<file path="config.mk">
export PLATFORM = sky130hd
export DESIGN_NAME = linear_interp_rational_resampler
export DESIGN_NICKNAME = d
export VERILOG_FILES = /design/src/hdl/lirr_pkg.sv /design/src/hdl/linear_interp_rational_resampler.sv /design/src/hdl/lirr_divider.sv
export SDC_FILE = /design/constraint.sdc
export NUM_CORES = 2
export LEC_CHECK = 0
export BUFFER_PORTS_ARGS = -buffer_cell sky130_fd_sc_hd__buf_4
export CAP_MARGIN = 20
export CORE_MARGIN = 2
export CORE_UTILIZATION = 45
export CTS_BUF_LIST = sky130_fd_sc_hd__clkbuf_8
export CTS_CLUSTER_SIZE = 14
export DETAILED_ROUTE_END_ITERATION = 12
export PLACE_DENSITY = 0.66
export SYNTH_ARGS = -nofsm -noshare
export SYNTH_HDL_FRONTEND = slang
export SYNTH_SLANG_ARGS = --single-unit
</file>
<file path="constraint.sdc">
create_clock -name clock -period 9.9 [get_ports clock]
set_input_delay 0.495 -clock clock [delete_from_list [all_inputs] [get_ports clock]]
set_output_delay 0.495 -clock clock [all_outputs]
set_load 0.1 [all_outputs]
</file>
<file path="src/hdl/lirr_pkg.sv">
// Shared constants, widths and types for the linear interpolating resampler.
// Used by lirr_divider and linear_interp_rational_resampler; no dependencies.
package lirr_pkg;

   // Sample layout
   localparam int NUM_CHANNELS = 6;
   localparam int SAMPLE_BITS  = 16;
   localparam int CH_IDX_BITS  = (NUM_CHANNELS > 1) ? $clog2(NUM_CHANNELS) : 1;

   // Register and field widths
   localparam int UP_BITS    = 6;
   localparam int DOWN_BITS  = 7;
   localparam int STEP_BITS  = 16;
   localparam int PHASE_BITS = 6;
   localparam int TIME_BITS  = 40;
   localparam int CSR_ADDR_BITS = 2;
   localparam int CSR_DATA_BITS = 16;

   // Register indexes
   localparam logic [CSR_ADDR_BITS-1:0] CSR_UP_FACTOR   = 2'd0;
   localparam logic [CSR_ADDR_BITS-1:0] CSR_DOWN_FACTOR = 2'd1;
   localparam logic [CSR_ADDR_BITS-1:0] CSR_INPUT_STEP  = 2'd2;
   localparam logic [CSR_ADDR_BITS-1:0] CSR_UP_STEP     = 2'd3;

   // Register reset values
   localparam logic [UP_BITS-1:0]   UP_FACTOR_RST   = 6'd4;
   localparam logic [DOWN_BITS-1:0] DOWN_FACTOR_RST = 7'd5;
   localparam logic [STEP_BITS-1:0] INPUT_STEP_RST  = 16'd1707;
   localparam logic [STEP_BITS-1:0] UP_STEP_RST     = 16'd427;

   // Datapath widths
   localparam int SPAN_BITS  = PHASE_BITS + STEP_BITS;          // k * up_step
   localparam int DIFF_BITS  = SAMPLE_BITS + 1;                 // r1 - r0
   localparam int PROD_BITS  = DIFF_BITS + SPAN_BITS + 1;       // signed product
   localparam int RADIX_BITS = 4;                               // quotient bits per cycle
   localparam int DIV_BITS   = ((PROD_BITS - 1 + RADIX_BITS - 1) / RADIX_BITS) * RADIX_BITS;
   localparam int DIV_STEPS  = DIV_BITS / RADIX_BITS;
   localparam int DIV_CNT_BITS = (DIV_STEPS > 1) ? $clog2(DIV_STEPS) : 1;
   localparam logic [DIV_CNT_BITS-1:0] DIV_LAST = DIV_CNT_BITS'(DIV_STEPS - 1);
   localparam int ACC_BITS   = DIV_BITS + 2;

   // Stream payload widths, padded to whole bytes
   localparam int REQ_DATA_BITS = ((NUM_CHANNELS * SAMPLE_BITS + 7) / 8) * 8;
   localparam int RSP_DATA_BITS = ((TIME_BITS + NUM_CHANNELS * SAMPLE_BITS + 7) / 8) * 8;

   typedef logic signed [SAMPLE_BITS-1:0] sample_type;

   // Divider command and status
   typedef struct packed {
      logic                 start;
      logic [DIV_BITS-1:0]  num;
      logic [STEP_BITS-1:0] den;
   } lirr_div_req_type;

   typedef struct packed {
      logic                busy;
      logic                done;
      logic [DIV_BITS-1:0] quot;
   } lirr_div_rsp_type;

endpackage

</file>
<file path="src/hdl/linear_interp_rational_resampler.sv">
// Top level of the L/M linear interpolating resampler for six-channel eye samples.
// Depends on lirr_pkg and lirr_divider (shared iterative divider).
//
// Usage:
//  - req_* stream carries one eye sample per request: tdata holds the six
//    Q12.4 channels, tuser the first-of-set flag.
//  - rsp_* stream returns at most one interpolated point per request:
//    timestamp (ms, 8 fraction bits) plus the six interpolated channels.
//  - csr_* is a write-only register port (up/down factors, input and
//    upsampled periods); write it only while no request is in flight.
// Request handling:
//  - A request that starts a set, or whose pair holds no kept point, is
//    absorbed in its accept cycle; the next request may follow at once.
//  - A request that yields a point runs the sequencer: a span state for
//    k*up_step, then per channel a multiply, a divider load, the divider run
//    and an accumulate/saturate state, then an output load. The single
//    shared divider sets the pace. req_tready is low while the sequencer runs.
// Reset: synchronous, active high; registers return to their defaults, the
//  previous-sample store, phase and time base clear, no response is pending.
// Backpressure: the result sits in an output register until rsp_tready; a new
//  request is taken meanwhile. If that request yields a point, the sequencer
//  holds it in the output-load state, with req_tready low, until the register
//  frees up.
module linear_interp_rational_resampler (
   input  logic clock,
   input  logic reset,

   // request stream
   input  logic                               req_tvalid,
   output logic                               req_tready,
   // [15:0] x_right, [31:16] y_right, [47:32] x_left, [63:48] y_left,
   // [79:64] pupil_left, [95:80] pupil_right
   input  logic [lirr_pkg::REQ_DATA_BITS-1:0] req_tdata,
   // [0] first_of_set
   input  logic                               req_tuser,

   // response stream
   output logic                               rsp_tvalid,
   input  logic                               rsp_tready,
   // [39:0] time_ms, [55:40] out_x_right, [71:56] out_y_right,
   // [87:72] out_x_left, [103:88] out_y_left, [119:104] out_pupil_left,
   // [135:120] out_pupil_right
   output logic [lirr_pkg::RSP_DATA_BITS-1:0] rsp_tdata,

   // register write port
   input  logic                               csr_wr_en,
   input  logic [lirr_pkg::CSR_ADDR_BITS-1:0] csr_addr,
   input  logic [lirr_pkg::CSR_DATA_BITS-1:0] csr_wdata
);

   // sequencer states
   localparam logic [2:0] S_IDLE  = 3'd0;
   localparam logic [2:0] S_SPAN  = 3'd1;
   localparam logic [2:0] S_MUL   = 3'd2;
   localparam logic [2:0] S_DIVGO = 3'd3;
   localparam logic [2:0] S_DIV   = 3'd4;
   localparam logic [2:0] S_ACC   = 3'd5;
   localparam logic [2:0] S_OUT   = 3'd6;

   localparam logic [lirr_pkg::CH_IDX_BITS-1:0] CH_LAST =
      lirr_pkg::CH_IDX_BITS'(lirr_pkg::NUM_CHANNELS - 1);

   localparam logic signed [lirr_pkg::ACC_BITS-1:0] SAT_HI =
      {{(lirr_pkg::ACC_BITS - lirr_pkg::SAMPLE_BITS + 1){1'b0}},
       {(lirr_pkg::SAMPLE_BITS - 1){1'b1}}};
   localparam logic signed [lirr_pkg::ACC_BITS-1:0] SAT_LO = ~SAT_HI;

   // configuration registers
   logic [lirr_pkg::UP_BITS-1:0]   up_factor_ff;
   logic [lirr_pkg::DOWN_BITS-1:0] down_factor_ff;
   logic [lirr_pkg::STEP_BITS-1:0] input_step_ff;
   logic [lirr_pkg::STEP_BITS-1:0] up_step_ff;

   // resampler state
   lirr_pkg::sample_type           prev_ff [lirr_pkg::NUM_CHANNELS];
   lirr_pkg::sample_type           cur_ff  [lirr_pkg::NUM_CHANNELS];
   lirr_pkg::sample_type           res_ff  [lirr_pkg::NUM_CHANNELS];
   lirr_pkg::sample_type           req_ch  [lirr_pkg::NUM_CHANNELS];
   logic                           have_prev_ff;
   logic [lirr_pkg::PHASE_BITS-1:0] phase_ff;
   logic [lirr_pkg::TIME_BITS-1:0]  time_base_ff;

   // sequencer and datapath registers
   logic [2:0]                       state_ff, state_in;
   logic [lirr_pkg::CH_IDX_BITS-1:0] ch_ff;
   logic [lirr_pkg::SPAN_BITS-1:0]   span_ff;
   logic signed [lirr_pkg::PROD_BITS-1:0] prod_ff;
   logic signed [lirr_pkg::ACC_BITS-1:0]  qs_ff;

   // response register
   logic                               rsp_valid_ff;
   logic [lirr_pkg::RSP_DATA_BITS-1:0] rsp_data_ff;

   // combinational helpers
   logic                                  req_fire;
   logic                                  out_load;
   logic signed [lirr_pkg::DIFF_BITS-1:0] diff_s;
   logic [lirr_pkg::PROD_BITS-1:0]        prod_mag;
   logic signed [lirr_pkg::ACC_BITS-1:0]  acc_v;
   lirr_pkg::sample_type                  sat_v;
   logic [lirr_pkg::PHASE_BITS+1:0]       phase_sum;
   logic [lirr_pkg::PHASE_BITS-1:0]       phase_nxt;
   logic [lirr_pkg::TIME_BITS-1:0]        time_out;
   logic [lirr_pkg::RSP_DATA_BITS-1:0]    rsp_data_in;

   lirr_pkg::lirr_div_req_type div_req;
   lirr_pkg::lirr_div_rsp_type div_rsp;

   for (genvar g = 0; g < lirr_pkg::NUM_CHANNELS; g++) begin : g_unpack
      assign req_ch[g] = req_tdata[g*lirr_pkg::SAMPLE_BITS +: lirr_pkg::SAMPLE_BITS];
   end

   assign req_tready = (state_ff == S_IDLE);
   assign req_fire   = req_tvalid && req_tready;
   assign out_load   = (state_ff == S_OUT) && (!rsp_valid_ff || rsp_tready);

   // channel difference and product magnitude for the divider
   assign diff_s   = lirr_pkg::DIFF_BITS'(cur_ff[ch_ff]) - lirr_pkg::DIFF_BITS'(prev_ff[ch_ff]);
   assign prod_mag = prod_ff[lirr_pkg::PROD_BITS-1] ? lirr_pkg::PROD_BITS'(-prod_ff)
                                                    : lirr_pkg::PROD_BITS'(prod_ff);

   assign div_req.start = (state_ff == S_DIVGO);
   assign div_req.num   = lirr_pkg::DIV_BITS'(prod_mag);
   assign div_req.den   = input_step_ff;

   lirr_divider u_div (
      .clock   (clock),
      .reset   (reset),
      .div_req (div_req),
      .div_rsp (div_rsp)
   );

   // r0 + quotient, clamped to the sample range
   always_comb begin
      acc_v = lirr_pkg::ACC_BITS'(prev_ff[ch_ff]) + qs_ff;
      if (acc_v > SAT_HI) begin
         sat_v = lirr_pkg::SAMPLE_BITS'(SAT_HI);
      end else if (acc_v < SAT_LO) begin
         sat_v = lirr_pkg::SAMPLE_BITS'(SAT_LO);
      end else begin
         sat_v = lirr_pkg::SAMPLE_BITS'(acc_v);
      end
   end

   // next kept-point index: r + M - L, floored at zero, 6-bit wrap
   always_comb begin
      phase_sum = {2'b00, phase_ff} + {1'b0, down_factor_ff};
      if (phase_sum >= {2'b00, up_factor_ff}) begin
         phase_nxt = lirr_pkg::PHASE_BITS'(phase_sum - {2'b00, up_factor_ff});
      end else begin
         phase_nxt = '0;
      end
   end

   assign time_out = time_base_ff + lirr_pkg::TIME_BITS'(span_ff);

   always_comb begin
      rsp_data_in = '0;
      rsp_data_in[lirr_pkg::TIME_BITS-1:0] = time_out;
      for (int c = 0; c < lirr_pkg::NUM_CHANNELS; c++) begin
         rsp_data_in[lirr_pkg::TIME_BITS + c*lirr_pkg::SAMPLE_BITS +: lirr_pkg::SAMPLE_BITS] =
            res_ff[c];
      end
   end

   // sequencer
   always_comb begin
      state_in = state_ff;
      unique case (state_ff)
         S_IDLE: begin
            if (req_fire && !req_tuser && have_prev_ff && (phase_ff < up_factor_ff)) begin
               state_in = S_SPAN;
            end
         end
         S_SPAN:  state_in = S_MUL;
         S_MUL:   state_in = S_DIVGO;
         S_DIVGO: state_in = S_DIV;
         S_DIV: begin
            if (div_rsp.done) begin
               state_in = S_ACC;
            end
         end
         S_ACC: begin
            state_in = (ch_ff == CH_LAST) ? S_OUT : S_MUL;
         end
         S_OUT: begin
            if (out_load) begin
               state_in = S_IDLE;
            end
         end
         default: state_in = S_IDLE;
      endcase
   end

   always_ff @(posedge clock) begin
      if (reset) begin
         state_ff       <= S_IDLE;
         up_factor_ff   <= lirr_pkg::UP_FACTOR_RST;
         down_factor_ff <= lirr_pkg::DOWN_FACTOR_RST;
         input_step_ff  <= lirr_pkg::INPUT_STEP_RST;
         up_step_ff     <= lirr_pkg::UP_STEP_RST;
         have_prev_ff   <= 1'b0;
         phase_ff       <= '0;
         time_base_ff   <= '0;
         rsp_valid_ff   <= 1'b0;
         for (int c = 0; c < lirr_pkg::NUM_CHANNELS; c++) begin
            prev_ff[c] <= '0;
         end
      end else begin
         state_ff <= state_in;

         if (csr_wr_en) begin
            unique case (csr_addr)
               lirr_pkg::CSR_UP_FACTOR:   up_factor_ff   <= csr_wdata[lirr_pkg::UP_BITS-1:0];
               lirr_pkg::CSR_DOWN_FACTOR: down_factor_ff <= csr_wdata[lirr_pkg::DOWN_BITS-1:0];
               lirr_pkg::CSR_INPUT_STEP:  input_step_ff  <= csr_wdata[lirr_pkg::STEP_BITS-1:0];
               lirr_pkg::CSR_UP_STEP:     up_step_ff     <= csr_wdata[lirr_pkg::STEP_BITS-1:0];
               default: ;
            endcase
         end

         if (out_load) begin
            rsp_valid_ff <= 1'b1;
         end else if (rsp_valid_ff && rsp_tready) begin
            rsp_valid_ff <= 1'b0;
         end

         if (req_fire) begin
            if (req_tuser || !have_prev_ff) begin
               // set start: store only
               have_prev_ff <= 1'b1;
               phase_ff     <= '0;
               for (int c = 0; c < lirr_pkg::NUM_CHANNELS; c++) begin
                  prev_ff[c] <= req_ch[c];
               end
            end else if (phase_ff >= up_factor_ff) begin
               // no kept point in this pair
               phase_ff     <= phase_ff - up_factor_ff;
               time_base_ff <= time_base_ff + lirr_pkg::TIME_BITS'(input_step_ff);
               for (int c = 0; c < lirr_pkg::NUM_CHANNELS; c++) begin
                  prev_ff[c] <= req_ch[c];
               end
            end
         end

         if (out_load) begin
            phase_ff     <= phase_nxt;
            time_base_ff <= time_base_ff + lirr_pkg::TIME_BITS'(input_step_ff);
            for (int c = 0; c < lirr_pkg::NUM_CHANNELS; c++) begin
               prev_ff[c] <= cur_ff[c];
            end
         end
      end
   end

   // datapath registers, no reset needed
   always_ff @(posedge clock) begin
      if (req_fire) begin
         for (int c = 0; c < lirr_pkg::NUM_CHANNELS; c++) begin
            cur_ff[c] <= req_ch[c];
         end
      end
      if (state_ff == S_SPAN) begin
         span_ff <= {{lirr_pkg::STEP_BITS{1'b0}}, phase_ff} *
                    {{lirr_pkg::PHASE_BITS{1'b0}}, up_step_ff};
         ch_ff   <= '0;
      end
      if (state_ff == S_MUL) begin
         prod_ff <= lirr_pkg::PROD_BITS'(diff_s) *
                    lirr_pkg::PROD_BITS'($signed({1'b0, span_ff}));
      end
      if ((state_ff == S_DIV) && div_rsp.done) begin
         // zero input period: no interpolation, keep r0
         if (input_step_ff == '0) begin
            qs_ff <= '0;
         end else if (prod_ff[lirr_pkg::PROD_BITS-1]) begin
            qs_ff <= -$signed({2'b00, div_rsp.quot});
         end else begin
            qs_ff <= $signed({2'b00, div_rsp.quot});
         end
      end
      if (state_ff == S_ACC) begin
         res_ff[ch_ff] <= sat_v;
         ch_ff         <= ch_ff + 1'b1;
      end
      if (out_load) begin
         rsp_data_ff <= rsp_data_in;
      end
   end

   assign rsp_tvalid = rsp_valid_ff;
   assign rsp_tdata  = rsp_data_ff;

   // the divider runs only while the sequencer waits on it
   a_div_busy_in_div : assert property (@(posedge clock) disable iff (reset)
      div_rsp.busy |-> (state_ff == S_DIV))
      else $error("divider busy outside S_DIV");

   // a computed pair always starts from an accepted request
   a_span_from_accept : assert property (@(posedge clock) disable iff (reset)
      (state_ff == S_SPAN) |-> $past(req_fire))
      else $error("sequencer started without a request");

   // channel index stays in range while the datapath uses it
   a_ch_range : assert property (@(posedge clock) disable iff (reset)
      ((state_ff == S_MUL) || (state_ff == S_ACC)) |-> (ch_ff <= CH_LAST))
      else $error("channel index out of range");

   // a new response appears only from the output-load state
   a_rsp_from_out : assert property (@(posedge clock) disable iff (reset)
      $rose(rsp_valid_ff) |-> $past(state_ff == S_OUT))
      else $error("response raised outside S_OUT");

endmodule

</file>
<file path="src/hdl/lirr_divider.sv">
// Iterative unsigned restoring divider, RADIX_BITS quotient bits per cycle.
// Depends on lirr_pkg for widths and the command/status structs.
module lirr_divider (
   input  logic                      clock,
   input  logic                      reset,
   input  lirr_pkg::lirr_div_req_type div_req,
   output lirr_pkg::lirr_div_rsp_type div_rsp
);

   logic [lirr_pkg::DIV_BITS-1:0]     num_ff, num_in, num_v;
   logic [lirr_pkg::STEP_BITS:0]      rem_ff, rem_in, rem_v;
   logic [lirr_pkg::STEP_BITS-1:0]    den_ff, den_in;
   logic [lirr_pkg::DIV_CNT_BITS-1:0] cnt_ff, cnt_in;
   logic                              busy_ff, busy_in;
   logic                              done_ff, done_in;

   // one radix step: RADIX_BITS shift/compare/subtract rounds
   always_comb begin
      rem_v = rem_ff;
      num_v = num_ff;
      for (int i = 0; i < lirr_pkg::RADIX_BITS; i++) begin
         rem_v = {rem_v[lirr_pkg::STEP_BITS-1:0], num_v[lirr_pkg::DIV_BITS-1]};
         num_v = {num_v[lirr_pkg::DIV_BITS-2:0], 1'b0};
         if (rem_v >= {1'b0, den_ff}) begin
            rem_v    = rem_v - {1'b0, den_ff};
            num_v[0] = 1'b1;
         end
      end
   end

   always_comb begin
      num_in  = num_ff;
      rem_in  = rem_ff;
      den_in  = den_ff;
      cnt_in  = cnt_ff;
      busy_in = busy_ff;
      done_in = 1'b0;
      if (div_req.start) begin
         num_in  = div_req.num;
         den_in  = div_req.den;
         rem_in  = '0;
         cnt_in  = '0;
         busy_in = 1'b1;
      end else if (busy_ff) begin
         num_in = num_v;
         rem_in = rem_v;
         cnt_in = cnt_ff + 1'b1;
         if (cnt_ff == lirr_pkg::DIV_LAST) begin
            busy_in = 1'b0;
            done_in = 1'b1;
         end
      end
   end

   always_ff @(posedge clock) begin
      num_ff <= num_in;
      rem_ff <= rem_in;
      den_ff <= den_in;
      cnt_ff <= cnt_in;
      if (reset) begin
         busy_ff <= 1'b0;
         done_ff <= 1'b0;
      end else begin
         busy_ff <= busy_in;
         done_ff <= done_in;
      end
   end

   assign div_rsp.busy = busy_ff;
   assign div_rsp.done = done_ff;
   assign div_rsp.quot = num_ff;

endmodule
</file>
Word-level counts from Yosys, hierarchy flattened. Memories as Yosys holds them, arrays and structs flattened. A register that Yosys moved wholly into a read port is not among the register bits. Cells that the tools add are included.

Reduce and logical (&&, ||, !) cells: 31. $mul: 2. $lt $le $gt $ge: 9. Equal/unequal tests: 15. Mux-type cells: 74. Bitwise logic cells: 20. Add/subtract/negate cells: 15.

Operator list (count): $mux W16 (24); $mux W40 (8); $ge A17 B16 Y1 (4); $sub A16 B16 Y16 (4); $add A16 B42 Y42 (1); $gt A42 B16 Y1 const B (1); $lt A42 B16 Y1 const B (1); $neg A40 Y42 (1); $add A40 B16 Y40 (1); $add A40 B22 Y40 (1); $mul A17 B23 Y40 (1); $neg A40 Y40 (1); $mux W6 (5); $mux W1 (28); $mux W3 (8); $mul A6 B16 Y22 (1); $pmux W3 S7 (1); $or A1 B1 Y1 (18); $sub A16 B16 Y17 (1); $logic_not A16 Y1 (1); $eq A3 B3 Y1 const B (4); $reduce_and A2 Y1 (6); $sub A6 B6 Y6 (2); $reduce_bool A2 Y1 (5); other kinds (23) (38).

Memories: 3. Output and inout port bits: 138. Word-level logic and storage cells: 190. Bits in writable memories: 288. Bits in registers: 417.

Memory list: cur_ff (words 6, bits a word 16, read ports 7, clocked after Yosys merged registers in 1, wr ports 6, RTL line linear_interp_rational_resampler.sv:76) `lirr_pkg::sample_type cur_ff [lirr_pkg::NUM_CHANNELS];`; prev_ff (words 6, bits a word 16, read ports 1, clocked after Yosys merged registers in 1, wr ports 6, RTL line linear_interp_rational_resampler.sv:75) `lirr_pkg::sample_type prev_ff [lirr_pkg::NUM_CHANNELS];`; res_ff (words 6, bits a word 16, read ports 6, clocked after Yosys merged registers in 6, wr ports 1, RTL line linear_interp_rational_resampler.sv:77) `lirr_pkg::sample_type res_ff [lirr_pkg::NUM_CHANNELS];`.

Depth between registers and ports, before layout.
Depth in word-level cells: 10. Depth in mapped cells: 50. Depth with buffers taken out: 46.

By module. From an unflattened synthesis, not the netlist that was laid out.

Cell total of the unflattened synthesis: 4820. Area, all modules: 51548.2 µm².

Modules (own cells, without submodules): linear_interp_rational_resampler (instances 1, cells an instance 4135, area each 44835.5 µm², sequential area each 17927.2 µm²); lirr_divider (instances 1, cells an instance 685, area each 6712.7 µm², sequential area each 2122.0 µm²).

Worst setup path before layout. No wires, ideal clock.

Path type: register to register. Start: register u_div.den_ff[1] (netlist bit). End: register u_div.rem_ff[2] (netlist bit). Path buffers: 3. Setup time: 62 ps. Clock period less this slack: 10906 ps. Arrival time: 10844 ps. Data required time: 9838 ps. Stages on the path, launching flop included: 50. Setup slack: -1006 ps. Path through: edfxtp_1 -> inv_1 -> ha_1 -> nor2b_1 -> o21ai_0 -> a21o_1 -> a31oi_4 -> a41o_1 -> o31ai_4 -> clkbuf_1 -> nor2_1 -> a21oi_1 -> inv_1 -> ha_1 -> nand2b_1 -> a21oi_1 -> o31ai_1 -> a21oi_1 -> [14 not listed] -> o21ai_0 -> o221a_2 -> buf_2 -> buf_2 -> mux2i_1 -> ha_1 -> nor2b_1 -> o21ai_0 -> a21boi_0 -> o211ai_1 -> a21oi_1 -> o31ai_1 -> o31ai_1 -> a211o_1 -> a221oi_1 -> mux2i_4 -> or4b_2 -> nand3_1.

Cells in the longest elaborated chain, start to end: 8.

Ends and longest elaborated chain: start, declared (RTL line lirr_divider.sv:12) `logic [lirr_pkg::STEP_BITS-1:0] den_ff, den_in;`; start signal, assigned (RTL line lirr_divider.sv:58) `den_ff <= den_in;`; $sub A16 B16 Y16 / $ge A17 B16 Y1 (equally long branches) (RTL line lirr_divider.sv:25, lirr_divider.sv:24); $mux W16 (RTL line lirr_divider.sv:24) `if (rem_v >= {1'b0, den_ff}) begin`; $sub A16 B16 Y16 / $ge A17 B16 Y1 (equally long branches) (RTL line lirr_divider.sv:25, lirr_divider.sv:24); $mux W16 (RTL line lirr_divider.sv:24); $ge A17 B16 Y1 / $sub A16 B16 Y16 (equally long branches) (RTL line lirr_divider.sv:24, lirr_divider.sv:25); $mux W16 (RTL line lirr_divider.sv:24); $sub A16 B16 Y16 / $ge A17 B16 Y1 (equally long branches) (RTL line lirr_divider.sv:25, lirr_divider.sv:24); $mux W16 * (RTL line lirr_divider.sv:24); end signal, assigned (RTL line lirr_divider.sv:57) `rem_ff <= rem_in;`; end, declared (RTL line lirr_divider.sv:11) `logic [lirr_pkg::STEP_BITS:0] rem_ff, rem_in, rem_v;`.

Mark *: on every way between the ends. The rest lies on a longest branch, timed or not. A chain may end at the register's enable or synchronous reset.

Final worst setup path.
Start: register u_div.den_ff[1] (netlist bit). End: register u_div.rem_ff[0] (netlist bit).

Cells in the longest elaborated chain, start to end: 8.

Ends and longest elaborated chain (RTL line): $sub A16 B16 Y16 / $ge A17 B16 Y1 (equally long branches) (lirr_divider.sv:25, lirr_divider.sv:24); $mux W16 (lirr_divider.sv:24); $sub A16 B16 Y16 / $ge A17 B16 Y1 (equally long branches) (lirr_divider.sv:25, lirr_divider.sv:24); $mux W16 (lirr_divider.sv:24); $sub A16 B16 Y16 / $ge A17 B16 Y1 (equally long branches) (lirr_divider.sv:25, lirr_divider.sv:24); $mux W16 (lirr_divider.sv:24); $ge A17 B16 Y1 * (lirr_divider.sv:24); $mux W16 * (lirr_divider.sv:24).

Marked as above.

==> summary.md <==
| Metric | Value |
|---|---|
| Outcome | `finished clean` |
| Internal reg-to-reg setup slack | `0.36 ns` |
| Min Tclk post-route | `9.54 ns` |
| Final hold viol count | `0` |
| Worst-Margin Slew | `1.13 ns` |
| Top delay family on crit path | `compound AO/OA/AOI/OAI gates` |
| CP Launch Type | `flip-flop` |
| DR iter-0 viols | `2,598` |
| ANT nets after route | `0` |
| Maximum clock rate | `105 MHz` |
| First-pass GRT wire length | `between 200,000 and 250,000 um` |
| Worst Hold Launch | `csr_wdata[0]` |
| Sink of the worst hold path | `up_step_ff[0]` |
| Reg-to-Reg End | `u_div.rem_ff[0]` |
| DP HPWL | `99,700 um` |
| Fin Clk Skew | `about 0.048 ns` |
| Number of antenna violations at the first check in global routing | `6` |
| Slowest cell on the critical path | `edfxtp_1` |
| Fill cell count | `9,665` |
| Max-slew headroom | `24.3%` |
| Chip Width | `341 um` |
| CP Max Fanout | `6` |
| Primary FF master, synth | `edfxtp_1` |
| Largest net degree at the start of global routing | `96` |
| Syn-to-layout area delta | `18.7%` |
| Num CTS Buffers | `113` |
| Gpl congestion | `0.941` |
| Max-cap viol count | `0` |
| Clk_lat worst skew | `0.78 ns` |
| Hold crit path type | `primary input to flip-flop` |
| Crit share post-route | `96.4%` |
| Area post-placement | `56,400 um^2` |
| Row cnt | `123` |
| Synth Warn # | `0` |
| CP peak stage delay | `0.40 ns` |
| Syn Nets | `5,633` |
| FFs w/ async S/R, synth | `0%` |
| Clock transition at the registers of the reported paths | `0.06 ns` |
| Effective utilization at floorplan | `45.4%` |
| Core ar. | `~110,000 um^2` |
| Ratio of cells with drive above 1 in the final layout | `16.9%` |
| Path type of the worst setup path | `flip-flop to flip-flop` |
| Post-synthesis sequential area ratio | `39.3%` |
| Worst Setup End Kind | `flip-flop` |
| Worst Reg-to-Reg Cells | `45` |
| Drt total wl | `134,000 um` |
| Hold path depth | `3` |
| Number of cells on the critical path | `45` |
| CTS root buf | `clkbuf_8` |
| CTS tree | `done` |
| Total track usage | `a little under a quarter` |
| Commonest non-fill, non-tap cell in the layout | `edfxtp_1` |
| Max clock buf depth | `3` |
| Clock sink count | `about 710` |
| Total gr overflow | `0` |
| Full die area | `116,000 um^2` |
| Final Setup Violations | `0` |
| Crit path top cell by count | `ha_4` |
| DRT Pass-1 Iters | `5` |
| H-tree levels | `3` |
| Via count | `37.9k` |
| Multi-input combinational cell area | `29,000 um^2` |
| Worst EP required | `10.53 ns` |
| Nets | `6,238` |
| Storage cell area | `20,100 um^2` |
| Data arrival, critical path | `between 10 and 15 ns` |
| Final slew viol count | `0` |
| Mapped Area | `51,000 um^2` |
| Worst reg2reg path startpoint | `u_div.den_ff[1]` |
| Critical path buffers and inverters | `5` |
| Die height | `341 um` |
| Register bit total from synthesis | `between 700 and 800` |
| Syn Area/Cell | `10.6 um^2` |
| Number of library cell types mapped by synthesis | `85` |
| Most frequent cells in the layout | `edfxtp_1 (587), buf_4 (548), nand2_1 (543), inv_1 (533), fa_1 (364)` |
| IO Port Bufs | `257` |
| Vias in the first global route | `38.2k` |
| Vias per std cell | `5.41` |
| WL per Instance | `around 19 um` |
| Mapped Cells | `4,795` |
| Number of flops mapped to enable cells by yosys | `587` |
| Residual DRC | `0` |
| IO Pins | `258` |
| Final instance area | `60,600 um^2` |
stage by stage:
stage          setup TNS, ns  hold WS, ns  std cells  worst slack, ns  util [%]
4_1_cts                    0      0.00929       6956          0.00182      53.1
5_1_grt               -0.585       0.0574       6998           -0.102      53.8
3_3_place_gp          -0.229        0.400       6632          -0.0969      50.1
6_report                   0       0.0713       6999            0.359      53.8
3_5_place_dp           -1.79        0.405       6632           -0.290      50.1
2_1_floorplan        -0.0161        0.400       4795          -0.0161         -
logic make-up (layout without fill, tap and decap cells):
group,count (synthesis),in the layout,synth area share (%)
mux,124,124,3.31
xor+xnor,287,287,4.94
fa+ha+maj,718,718,23.0
simple gates,1413,1413,13.1
other cells,0,3,0
flops,708,708,39.3
buf+inv,687,1388,5.08
compound gates,858,858,11.2
final cells by class:
type	count	share of cell area, %
antenna	3	0.0124
multi-input combinational	3400	47.8
timing repair buffer	677	9.10
tap	1500	3.10
clock buffer	125	2.84
inverter	500	3.11
clock inverter	86	0.915
sequential	708	33.1
synthesized netlist by cell type (11+ instances only):
cell type | n | area, um^2
edfxtp_1 | 587 | 17600
nand2_1 | 544 | 2040
inv_1 | 499 | 1870
fa_1 | 367 | 7350
ha_1 | 351 | 4390
nor2_1 | 292 | 1100
a21oi_1 | 210 | 1050
o21ai_0 | 186 | 931
clkbuf_1 | 171 | 642
xnor2_1 | 158 | 1380
and2_1 | 140 | 876
xor2_1 | 128 | 1120
dfxtp_1 | 121 | 2420
a22o_1 | 98 | 858
a21o_1 | 86 | 646
nand3_1 | 76 | 380
nor3_1 | 67 | 335
mux2i_1 | 64 | 641
nor2b_1 | 57 | 357
a211oi_1 | 47 | 353
or3_1 | 46 | 288
mux4_2 | 32 | 721
nand2b_1 | 32 | 200
o31ai_1 | 31 | 233
or2_2 | 30 | 188
mux2_2 | 27 | 304
o21a_1 | 27 | 203
and3_1 | 25 | 156
nand4_1 | 23 | 144
nor4_1 | 19 | 119
o211ai_1 | 19 | 143
a21boi_0 | 18 | 135
nand3b_1 | 18 | 135
o21bai_1 | 17 | 128
a31oi_1 | 16 | 100
o41ai_1 | 14 | 123
or4_1 | 14 | 105
buf_1 | 11 | 41.3
layer usage:
layer / track usage [%] / part of all wire (%) / vias to the layer above
met2: 37.9 / 48 / 1192
li1: - / - / 17900
met5: 0 / 0.0075 / -
met1: 30.9 / 43 / 18600
met4: 7.27 / 3.0 / 2
met3: 3.19 / 6.1 / 235
registers in the layout (all words and copies together) (netlist names), 22 cells and up, named ones only:
name,cells
u_div.num_ff,40
prod_ff,40
rsp_tdata,136
res_ff,96
span_ff,22
qs_ff,42
prev_ff,96
time_base_ff,40
cur_ff,96
worst register-to-register path: cells and delay by family, from the launching register on:
| family | cells | cell delay, ns |
|---|---|---|
| AOI/OAI and AO/OA | 27 | 5.89 |
| muxes | 4 | 1.22 |
| DFF | 1 | 0.40 |
| buffers and inverters | 5 | 0.62 |
| adders and majority gates | 4 | 0.79 |
| and+or+nand+nor | 5 | 0.49 |
worst max path at each step:
stage,startpoint,end,slack [ns]
3_5_place_dp,flip-flop,prod_ff[38],-0.29
3_3_place_gp,flip-flop,prod_ff[38],-0.1
4_1_cts,flip-flop,prod_ff[38],0.002
2_1_floorplan,u_div.den_ff[1],u_div.rem_ff[2],-0.02
6_report,u_div.den_ff[1],u_div.rem_ff[0],0.36
5_1_grt,flip-flop,prod_ff[38],-0.10
what timing repair did:
action / in CTS / in global routing
hold buffers: 110 / 0
endpoints found under the hold margin: 198 / 0
endpoints found under the setup margin: 27 / 32
buffers inserted: 3 / 36
pin swaps: 1 / 59
resized for setup: 12 / 99
Power is not shown: default switching activity piles up to over one toggle a cycle in this logic, so the estimate is an artifact.
